[src/rtl/rbdq_pkg.sv]
// Package for the ring buffer deque unit: action and status codes,
// fixed field widths and the controller/datapath interface structs.
// No dependencies.
package rbdq_pkg;

  localparam int ACT_W  = 3;
  localparam int STAT_W = 2;
  localparam int CNT_W  = 5;

  localparam logic [ACT_W-1:0] ACT_PUSH_FRONT = 3'd0;
  localparam logic [ACT_W-1:0] ACT_PUSH_BACK  = 3'd1;
  localparam logic [ACT_W-1:0] ACT_POP_FRONT  = 3'd2;
  localparam logic [ACT_W-1:0] ACT_POP_BACK   = 3'd3;
  localparam logic [ACT_W-1:0] ACT_PEEK_FRONT = 3'd4;
  localparam logic [ACT_W-1:0] ACT_PEEK_BACK  = 3'd5;

  localparam logic [STAT_W-1:0] ST_OK    = 2'd0;
  localparam logic [STAT_W-1:0] ST_FULL  = 2'd1;
  localparam logic [STAT_W-1:0] ST_EMPTY = 2'd2;

  typedef struct packed {
    logic exec;
    logic cfg_load;
  } ctl_cmd_t;

  typedef struct packed {
    logic empty;
  } dp_stat_t;

endpackage

[src/rtl/rbdq_ctrl.sv]
// Controller of the ring buffer deque unit: sequences accept and result
// cycles and gates configuration transfers.
// Depends on rbdq_pkg.
module rbdq_ctrl
  import rbdq_pkg::*;
(
  input  logic     clk,
  input  logic     rst,
  input  logic     start,
  output logic     busy,
  output logic     done,
  input  logic     cfg_valid,
  output logic     cfg_ready,
  input  dp_stat_t stat,
  output ctl_cmd_t cmd
);

  localparam logic S_IDLE = 1'b0;
  localparam logic S_RESP = 1'b1;

  logic state;
  logic state_next;

  always_comb begin
    case (state)
      S_IDLE:  state_next = start ? S_RESP : S_IDLE;
      S_RESP:  state_next = S_IDLE;
      default: state_next = S_IDLE;
    endcase
  end

  always_ff @(posedge clk) begin
    if (rst) begin
      state <= S_IDLE;
    end else begin
      state <= state_next;
    end
  end

  assign busy         = (state == S_RESP);
  assign done         = (state == S_RESP);
  assign cfg_ready    = (state == S_IDLE) && !start;
  assign cmd.exec     = start && !busy;
  assign cmd.cfg_load = cfg_valid && cfg_ready && stat.empty;

  a_done_follows_accept: assert property (@(posedge clk) disable iff (rst)
    done |-> $past(start && !busy))
    else $error("result strobe without an accepted item");

  a_done_single: assert property (@(posedge clk) disable iff (rst)
    done |=> !done)
    else $error("result strobe longer than one cycle");

endmodule

[src/rtl/rbdq_datapath.sv]
// Datapath of the ring buffer deque unit: slot memory, front and back
// indices, element count, capacity register and result registers.
// Depends on rbdq_pkg.
module rbdq_datapath
  import rbdq_pkg::*;
#(
  parameter int DEPTH      = 16,
  parameter int DATA_WIDTH = 32
) (
  input  logic                  clk,
  input  logic                  rst,
  input  ctl_cmd_t              cmd,
  output dp_stat_t              stat,
  input  logic [ACT_W-1:0]      action,
  input  logic [DATA_WIDTH-1:0] push_value,
  input  logic [CNT_W-1:0]      cfg_capacity,
  output logic [DATA_WIDTH-1:0] read_value,
  output logic [STAT_W-1:0]     status,
  output logic [CNT_W-1:0]      occupancy
);

  localparam int IDX_W = (DEPTH > 1) ? $clog2(DEPTH) : 1;
  localparam int CMP_W = (IDX_W > CNT_W) ? IDX_W : CNT_W;
  localparam int CAP_LIMIT = (DEPTH > ((1 << CNT_W) - 1)) ? ((1 << CNT_W) - 1) : DEPTH;
  localparam logic [CNT_W-1:0] CAP_MAX = CNT_W'(CAP_LIMIT);

  logic [DATA_WIDTH-1:0] mem [DEPTH];
  logic [DATA_WIDTH-1:0] mem_q;

  logic [IDX_W-1:0]  front;
  logic [IDX_W-1:0]  back;
  logic [CNT_W-1:0]  cnt;
  logic [CNT_W-1:0]  cap;
  logic              rd_hit;

  logic [IDX_W-1:0]  front_next;
  logic [IDX_W-1:0]  back_next;
  logic [CNT_W-1:0]  cnt_next;
  logic [CNT_W-1:0]  cap_next;
  logic [STAT_W-1:0] status_next;
  logic              rd_hit_next;
  logic              mem_we;
  logic [IDX_W-1:0]  waddr;
  logic [IDX_W-1:0]  raddr;

  logic is_push;
  logic is_read;
  logic at_front;
  logic full;
  logic empty;
  logic [IDX_W-1:0] seed;

  function automatic logic [IDX_W-1:0] idx_up(input logic [IDX_W-1:0] i,
                                               input logic [CNT_W-1:0] c);
    logic [CMP_W:0] nxt;
    nxt = {1'b0, CMP_W'(i)} + 1'b1;
    return (nxt >= {1'b0, CMP_W'(c)}) ? '0 : IDX_W'(nxt);
  endfunction

  function automatic logic [IDX_W-1:0] idx_down(input logic [IDX_W-1:0] i,
                                                 input logic [CNT_W-1:0] c);
    logic [CNT_W-1:0] c_m1;
    c_m1 = c - 1'b1;
    return (i == '0) ? IDX_W'(CMP_W'(c_m1)) : i - 1'b1;
  endfunction

  assign full       = (cnt >= cap);
  assign empty      = (cnt == '0);
  assign stat.empty = empty;

  assign is_push  = (action == ACT_PUSH_FRONT) || (action == ACT_PUSH_BACK);
  assign is_read  = (action == ACT_POP_FRONT) || (action == ACT_POP_BACK) ||
                    (action == ACT_PEEK_FRONT) || (action == ACT_PEEK_BACK);
  assign at_front = (action == ACT_POP_FRONT) || (action == ACT_PEEK_FRONT);
  assign seed     = (action == ACT_PUSH_FRONT) ? front : back;
  assign raddr    = at_front ? front : back;

  always_comb begin
    front_next  = front;
    back_next   = back;
    cnt_next    = cnt;
    cap_next    = cap;
    status_next = ST_OK;
    rd_hit_next = 1'b0;
    mem_we      = 1'b0;
    waddr       = seed;
    if (cmd.exec) begin
      if (is_push) begin
        if (full) begin
          status_next = ST_FULL;
        end else begin
          mem_we   = 1'b1;
          cnt_next = cnt + 1'b1;
          if (empty) begin
            front_next = seed;
            back_next  = seed;
            waddr      = seed;
          end else if (action == ACT_PUSH_FRONT) begin
            front_next = idx_down(front, cap);
            waddr      = front_next;
          end else begin
            back_next = idx_up(back, cap);
            waddr     = back_next;
          end
        end
      end else if (is_read) begin
        if (empty) begin
          status_next = ST_EMPTY;
        end else begin
          rd_hit_next = 1'b1;
          if (action == ACT_POP_FRONT) begin
            front_next = idx_up(front, cap);
            cnt_next   = cnt - 1'b1;
          end else if (action == ACT_POP_BACK) begin
            back_next = idx_down(back, cap);
            cnt_next  = cnt - 1'b1;
          end
        end
      end
    end else if (cmd.cfg_load) begin
      if (cfg_capacity == '0) begin
        cap_next = CNT_W'(1);
      end else if (cfg_capacity > CAP_MAX) begin
        cap_next = CAP_MAX;
      end else begin
        cap_next = cfg_capacity;
      end
      front_next = '0;
      back_next  = '0;
    end
  end

  always_ff @(posedge clk) begin
    if (rst) begin
      front  <= '0;
      back   <= '0;
      cnt    <= '0;
      cap    <= CAP_MAX;
      rd_hit <= 1'b0;
      status <= ST_OK;
    end else begin
      front  <= front_next;
      back   <= back_next;
      cnt    <= cnt_next;
      cap    <= cap_next;
      if (cmd.exec) begin
        rd_hit <= rd_hit_next;
        status <= status_next;
      end
    end
  end

  always_ff @(posedge clk) begin
    if (cmd.exec) begin
      occupancy <= cnt_next;
    end
  end

  always_ff @(posedge clk) begin
    if (mem_we) begin
      mem[waddr] <= push_value;
    end
    if (cmd.exec && rd_hit_next) begin
      mem_q <= mem[raddr];
    end
  end

  assign read_value = rd_hit ? mem_q : '0;

  a_count_in_capacity: assert property (@(posedge clk) disable iff (rst)
    cnt <= cap)
    else $error("element count exceeds capacity");

  a_index_in_capacity: assert property (@(posedge clk) disable iff (rst)
    (CMP_W'(front) < CMP_W'(cap)) && (CMP_W'(back) < CMP_W'(cap)))
    else $error("index outside the slots in use");

  a_full_holds_count: assert property (@(posedge clk) disable iff (rst)
    cmd.exec && is_push && full |=> (status == ST_FULL) && (occupancy == $past(cnt)))
    else $error("refused push changed the occupancy");

endmodule

[src/rtl/ring_buffer_deque_unit.sv]
// Top level of the ring buffer deque unit: joins controller and datapath.
// Depends on rbdq_pkg, rbdq_ctrl and rbdq_datapath.
//
//   Channel   Handshake            Payload
//   command   start / busy         action, push_value
//   result    done (strobe)        read_value, status, occupancy
//   config    cfg_valid/cfg_ready  capacity
//
// For each item, the accept cycle updates the indices and count and issues
// the registered slot memory read, and the next cycle carries the result with
// done high while busy holds off the next command.
// Reset empties the deque and sets the capacity to the largest allowed value.
// The result receiver cannot stall; a configuration transfer completes in any
// idle cycle without a command and is ignored unless the deque is empty.
module ring_buffer_deque_unit
  import rbdq_pkg::*;
#(
  parameter int DEPTH      = 16,
  parameter int DATA_WIDTH = 32
) (
  input  logic                  clk,
  input  logic                  rst,
  input  logic                  start,
  output logic                  busy,
  input  logic [ACT_W-1:0]      action,
  input  logic [DATA_WIDTH-1:0] push_value,
  output logic                  done,
  output logic [DATA_WIDTH-1:0] read_value,
  output logic [STAT_W-1:0]     status,
  output logic [CNT_W-1:0]      occupancy,
  input  logic                  cfg_valid,
  output logic                  cfg_ready,
  input  logic [CNT_W-1:0]      capacity
);

  ctl_cmd_t cmd;
  dp_stat_t stat;

  rbdq_ctrl u_ctrl (
    .clk       (clk),
    .rst       (rst),
    .start     (start),
    .busy      (busy),
    .done      (done),
    .cfg_valid (cfg_valid),
    .cfg_ready (cfg_ready),
    .stat      (stat),
    .cmd       (cmd)
  );

  rbdq_datapath #(
    .DEPTH      (DEPTH),
    .DATA_WIDTH (DATA_WIDTH)
  ) u_datapath (
    .clk          (clk),
    .rst          (rst),
    .cmd          (cmd),
    .stat         (stat),
    .action       (action),
    .push_value   (push_value),
    .cfg_capacity (capacity),
    .read_value   (read_value),
    .status       (status),
    .occupancy    (occupancy)
  );

endmodule

[config.mk]
export PLATFORM = sky130hd
export DESIGN_NAME = ring_buffer_deque_unit
export DESIGN_NICKNAME = d
export VERILOG_FILES = /design/src/rtl/rbdq_pkg.sv /design/src/rtl/rbdq_ctrl.sv /design/src/rtl/rbdq_datapath.sv /design/src/rtl/ring_buffer_deque_unit.sv
export SDC_FILE = /design/constraint.sdc
export NUM_CORES = 1
export LEC_CHECK = 0
export ABC_AREA = 0
export BUFFER_PORTS_ARGS = -buffer_cell sky130_fd_sc_hd__buf_2
export CORE_MARGIN = 2
export CORE_UTILIZATION = 50
export DETAILED_ROUTE_END_ITERATION = 12
export GPL_TIMING_DRIVEN = 1
export PLACE_DENSITY = 0.66
export SLEW_MARGIN = 20
export SYNTH_ARGS = -nofsm -noshare
export SYNTH_HDL_FRONTEND = slang
export SYNTH_HIERARCHICAL = 1
export SYNTH_SLANG_ARGS = --single-unit
export TNS_END_PERCENT = 30
[constraint.sdc]
create_clock -name clk -period 9.8 [get_ports clk]
set_clock_uncertainty 0.1 [all_clocks]
set_input_delay 1.96 -clock clk [delete_from_list [all_inputs] [get_ports clk]]
set_output_delay 1.96 -clock clk [all_outputs]
set_load 0.005 [all_outputs]
### Yosys cells after proc, flatten, opt, wreduce, memory -nomap -nowiden

Memory sizes are Yosys's and may differ from the RTL's. A register that Yosys moved wholly into a read port is not among the register bits.
Index checks and enable logic that the tools add are counted.
W data, S select, Z words.

* memories: 1
* output and inout bits: 42
* memory bits (writable): 512
* register bits after elaboration: 27
* word-level logic and storage cells: 110

Memory list
* u_datapath.mem: words 16, bits a word 32, rd ports 1, clocked after Yosys merged registers in 1, wr ports 1, RTL line rbdq_datapath.sv:27 `logic [DATA_WIDTH-1:0] mem [DEPTH];`

* reduce and logical (&&, ||, !) cells: 21
* $add $sub $neg: 7
* bitwise gates (word level): 2
* magnitude comparators: 4
* muxes and demuxes: 54
* eq/ne operators: 13

Operators by type and width (count)
* $mux W4: 29
* $mux W5: 9
* $mux W32: 1
* $ne A3 B3 Y1 const B: 6
* $ge A5 B5 Y1: 3
* $sub A4 B1 Y4 const B: 3
* $mux W1: 11
* $add A4 B1 Y5 const B: 2
* $logic_not A5 Y1: 2
* $logic_not A4 Y1: 2
* $ne A4 B4 Y1 const B: 2
* $reduce_and A7 Y1: 1
* $eq A3 B2 Y1 const B: 2
* $eq A3 B3 Y1 const B: 2
* $mux W2: 3
* $reduce_and A6 Y1: 1
* $add A5 B1 Y5 const B: 1
* $gt A5 B5 Y1 const B: 1
* $logic_and A1 B1 Y1: 5
* $logic_or A1 B1 Y1: 5
* $sub A5 B1 Y5 const B: 1
* $eq A3 B1 Y1 const B: 1
* $logic_not A3 Y1: 1
* $logic_not A1 Y1: 2
* 4 further kinds: 5

### Depth between registers and ports, before layout

* word-level depth: 8
* gate-level depth with buffers: 12
* mapped depth without buffers: 10

### By module

The synthesis kept the hierarchy.

Modules (own cells, without submodules)
* rbdq_datapath: seq. area each 16906.2 µm², instances 1, area an instance 25899.8 µm², cells an instance 1967
* rbdq_ctrl: seq. area each 20.0 µm², instances 1, area an instance 60.1 µm², cells an instance 6

### Least setup slack after synthesis

Ideal clock, no wire load.

* path type: input to register
* from: in action[2]
* to: mem u_datapath.mem[7][0] (enable)
* required time: 9275 ps
* library setup time: 425 ps
* slack: 4032 ps
* arrival: 5244 ps
* cell stages on the path: 10
* cell sequence: buf_2 -> inv_1 -> ha_1 -> buf_2 -> inv_1 -> nor2_1 -> o211ai_1 -> nor4_2 -> o21ai_0 -> nor2b_1

* cells in the longest elaborated chain, start to end: 6

Ends and longest elaborated chain
* from (decl): RTL line ring_buffer_deque_unit.sv:25 `input logic [ACT_W-1:0] action,`
* $logic_not A3 Y1 / $eq A3 B1 Y1 (equally long branches): RTL line rbdq_datapath.sv:71, rbdq_datapath.sv:75, rbdq_datapath.sv:98
* $mux W4, or another cell as far along: RTL line rbdq_datapath.sv:98 `end else if (action == ACT_PUSH_FRONT) begin`
* $mux W4 / $mux W1 (equally long branches): RTL line rbdq_datapath.sv:94, rbdq_datapath.sv:88
* $mux W4 / $mux W1 (equally long branches): RTL line rbdq_datapath.sv:89, rbdq_datapath.sv:87
* $mux W4 / $mux W1 (equally long branches): RTL line rbdq_datapath.sv:88, rbdq_datapath.sv:160
* $mux W4 / $mux W1 (equally long branches): RTL line rbdq_datapath.sv:87, rbdq_datapath.sv:161
* to (decl): RTL line rbdq_datapath.sv:27

Parallel ways exist; a longest one is shown, timed or not.

### Final worst setup path

* from: in action[1]
* to: reg u_datapath.mem_q[18] (read register of u_datapath.mem) (data pin)

* cells in the longest elaborated chain, start to end: 8

Ends and longest elaborated chain
* $eq A3 B2 Y1 (on tied branches): RTL line rbdq_datapath.sv:72, rbdq_datapath.sv:74
* $logic_or A1 B1 Y1 (2 in series): RTL line rbdq_datapath.sv:72 `assign is_read = (action == ACT_POP_FRONT) || (action == ACT_POP_BACK) ||`
* $logic_or A1 B1 Y1: RTL line rbdq_datapath.sv:73 `(action == ACT_PEEK_FRONT) || (action == ACT_PEEK_BACK);`
* $mux W1: RTL line rbdq_datapath.sv:106 `end else if (is_read) begin`
* $mux W1: RTL line rbdq_datapath.sv:88 `if (is_push) begin`
* $mux W1: RTL line rbdq_datapath.sv:87 `if (cmd.exec) begin`
* $logic_and A1 B1 Y1: RTL line rbdq_datapath.sv:163 `if (cmd.exec && rd_hit_next) begin`
* to (decl): RTL line rbdq_datapath.sv:28 `logic [DATA_WIDTH-1:0] mem_q;`

Parallel ways exist; a longest one is shown, timed or not.
A chain may end at the register's enable or synchronous reset.

==> flow_summary.json <==
{
  "grt_max_degree": 161,
  "rrSetupSlack_ns": 4.79,
  "cts_inserted_buffers": 58,
  "postCtsHoldBufs": 0,
  "finalHoldViolCount": 0,
  "outcome": "completed",
  "setup.worst_path.class": "input pin to register",
  "rsz0062_at_grt": "false",
  "core_area_mm2": 0.05130,
  "drt_iter0_drc": 1803,
  "ys_ff_latch": 571,
  "viasPerCell": 6.463,
  "drc": 0,
  "start_kind": "input pin",
  "antenna_cells": 0,
  "clk_latency_ns": 0.64,
  "ant_nets": 0,
  "grt_pass1_wl_um": 103100,
  "finalCritPeriodShare": 0.5530,
  "critPathCaptureType": "register",
  "setup_viol": 0,
  "fmax_mhz": 184.5,
  "worst_pin_slew_ns": 1.123,
  "rr_worst_depth": 11,
  "async_flop_share": 0,
  "grt_overflow": 0,
  "routed_wl_um": 67570,
  "syn_area_per_cell_um2": 13.16,
  "finalMaxSlewViolations": 0,
  "nFillCells": 4091,
  "synth_edf_count": 549,
  "cts_resized": 0,
  "antenna_found_initial": 0,
  "peakVddDrop_mv": 0.1533,
  "hold_path_depth": 2,
  "max_stage_delay_ns": 0.80,
  "crit_chain": "buf_2, xor2_4, buf_4, nand3_4, nand2_4, buf_12, mux2_2, o211ai_1, nand3_1",
  "required_ns": 10.04,
  "dp_hpwl_um": 35170,
  "hold_path_class": "register to register",
  "syn-instance-count": 1973,
  "layout_setup_ws_ns": 4.381,
  "die-width_um": 231.9,
  "dieArea_mm2": 0.05376,
  "rr_endpoint": "u_datapath/mem[15][5]$_DFFE_PP_",
  "tns_ns": 0,
  "yosys.area.top_type": "edfxtp_1",
  "slew_headroom": 0.2514,
  "cts_htree_levels": 2,
  "clk_path_buf_depth": 3,
  "cts.sinks": 571,
  "drt_pre_antenna_iters": 6,
  "hp-start": "u_datapath/status[1]$_SDFFE_PP0P_",
  "io_pins": 86,
  "ys_types": 67,
  "dp.cells": 2603,
  "area_growth_pct": 11.29,
  "start_util": 0.5060,
  "cp_max_fo": 67,
  "die_h_um": 231.9,
  "cts_root_buf": "clkbuf_16",
  "netlist_area_mm2": 0.02596,
  "grt_pass1_vias": 17170,
  "clk_pin_slew_worst_paths_ns": 0.06,
  "finalCriticalPeriod_ns": 5.419,
  "cap_violations": 0,
  "rows": 83,
  "synth_warnings": 6,
  "synthTopCellsByArea": "edfxtp_1 64%, a211o_1 3.3%, o211ai_1 2.9%",
  "route.detailed.wl_per_inst_um": 24.93,
  "gp_congestion": 0.8949,
  "min_to": "u_datapath/status[1]$_SDFFE_PP0P_",
  "power_switching_mw": 1.374,
  "p_per_area_mw_per_mm2": 189.3,
  "fin_util": 0.5632,
  "cts_setup_buffers": 0,
  "pwr-share-comb": 0.120,
  "drive_gt1_frac": 0.1527,
  "yosys_most_used_dff": "edfxtp_1",
  "via_count": 17520,
  "layoutNonFillerInstCount": 2710,
  "fin_nets": 2050,
  "p_clk_frac": 0.383,
  "r2r_start": "u_datapath/back[0]$_SDFFE_PP0P_",
  "port_buffers": 85,
  "yosysSeqAreaShare": 0.6520,
  "dp_worst_setup_slack_ns": 3.797,
  "p_leak_nw": 9.972,
  "cts_tree": "done",
  "p_int_mw": 4.095,
  "cp.arrival_ns": 5.66,
  "whs_ns": 0.3889,
  "syn_nets": 2040,
  "p_seq_frac": 0.498,
  "grt.total_usage": 0.2510,
  "sw_frac_of_total": 0.2512,
  "netlist.area_leader.share": 0.6350,
  "cp_slowest_cell": "nand2_4"
}
-- critical path, delay by kind of cell --
family | cells | cell delay, ns
AND/OR/NAND/NOR | 3 | 1.42
AO/OA/AOI/OAI | 1 | 0.19
buffers and inverters | 3 | 1.33
XOR/XNOR | 1 | 0.16
multiplexers | 1 | 0.39
-- synth_stat cells, types with 10 or more instances --
library cell	n
edfxtp_1	549
nand2_1	148
clkbuf_1	136
and3_1	100
o211ai_1	100
a211o_1	98
a21oi_1	91
a211oi_1	75
nand2b_1	73
a311oi_1	65
mux2_2	64
inv_1	55
o21ai_0	52
nand3_1	44
mux2i_1	38
and2_1	37
a32oi_1	35
nor2_1	32
ha_1	23
dfxtp_1	22
buf_2	19
buf_1	12
nor2b_1	10
nor3_1	10
-- routing by layer --
metal  part of all wire  routed length (µm)  global-route usage  vias to the layer above
met5                  0                   0                   0                        -
li1                   -                   -                   -                     7745
met2               0.46               31030              0.3945                      743
met3              0.071                4791             0.03487                      137
met1               0.44               29520              0.3568                     8890
met4              0.033                2219             0.09315                        0
-- cell usage in the layout, fill, tap and decap left out, types with 8 or more instances in the layout --
master     netlist  final
dfxtp_1         22     19
buf_2           19     85
a21oi_1         91     90
inv_1           55     53
clkinv_1         1     16
nand2b_1        73     73
a31oi_1          8      8
a211o_1         98     98
and2_1          37     36
clkbuf_16        0     58
a32oi_1         35     35
nand3_1         44     43
mux2_2          64     64
mux2i_1         38     38
a211oi_1        75     75
nor3b_1          8      8
nor2_4           0      9
buf_4            2     31
ha_1            23     23
nand2_1        148    146
and3_1         100     99
clkbuf_1       136     13
clkinv_2         0     13
nor2_1          32     22
o211ai_1       100    100
o21ai_0         52     51
edfxtp_1       549    549
nor3_1          10      9
a311oi_1        65     65
-- sequential cells by signal (all words and copies together) (netlist names) --
| name | cells |
|---|---|
| u_datapath/cnt | 5 |
| u_datapath/back | 4 |
| u_datapath/status | 2 |
| u_datapath/front | 4 |
| u_datapath/cap | 5 |
| u_datapath/occupancy | 5 |
| u_ctrl/busy | 1 |
| u_datapath/mem_q | 32 |
| u_datapath/rd_hit | 1 |
| u_datapath/mem | 512 |
-- power groups by stage --
stage                     Clock [mW]  Sequential (mW)  Combinational (mW)
after global routing            2.21             2.72               0.707
after global placement             0             2.77               0.629
after floorplan                    0             2.77               0.438
after CTS                       2.13             2.72               0.647
after detailed placement           0             2.77               0.644
final                           2.09             2.72               0.654
-- through the flow --
stage / power, mW / area (µm²)
final: 5.469 / 28890
after CTS: 5.497 / 28890
after floorplan: 3.203 / 25960
after detailed placement: 3.416 / 27090
after global placement: 3.401 / 27060
after global routing: 5.644 / 28890
-- worst max-delay path by stage --
stage,from,end,slack (ns),depth (start not counted)
3_5_place_dp,start,u_datapath/mem[4][2]$_DFFE_PP_,3.80,9
3_3_place_gp,action[1],u_datapath/mem_q[20]$_DFFE_PP_,3.97,9
5_1_grt,start,u_datapath/mem[15][5]$_DFFE_PP_,4.23,8
4_1_cts,start,u_datapath/mem[4][12]$_DFFE_PP_,4.46,9
6_report,action[1],u_datapath/mem_q[18]$_DFFE_PP_,4.38,9
2_1_floorplan,action[2],u_datapath/mem[7][0]$_DFFE_PP_,4.03,10
-- layout make-up --
type / instances / area (µm²) / share of cell area
flip-flops and latches: 571 / 16930 / 0.5861
multi-input cells: 1175 / 8342 / 0.2887
clock buffers: 71 / 1500 / 0.05192
well taps: 680 / 850.8 / 0.02945
repair buffers: 121 / 757.0 / 0.02620
clock inverters: 36 / 299.0 / 0.01035
inverters: 56 / 210.2 / 0.007276
-- logic make-up after synthesis --
| logic type | after synthesis | share of synthesized area |
|---|---|---|
| mux | 102 | 0.04241 |
| buf+inv | 227 | 0.03461 |
| flops | 571 | 0.6520 |
| compound gates | 563 | 0.1593 |
| xor+xnor | 9 | 0.003326 |
| fa+ha+maj | 23 | 0.01109 |
| simple gates | 478 | 0.09726 |
No activity file was read; power rests on OpenSTA's default activity.
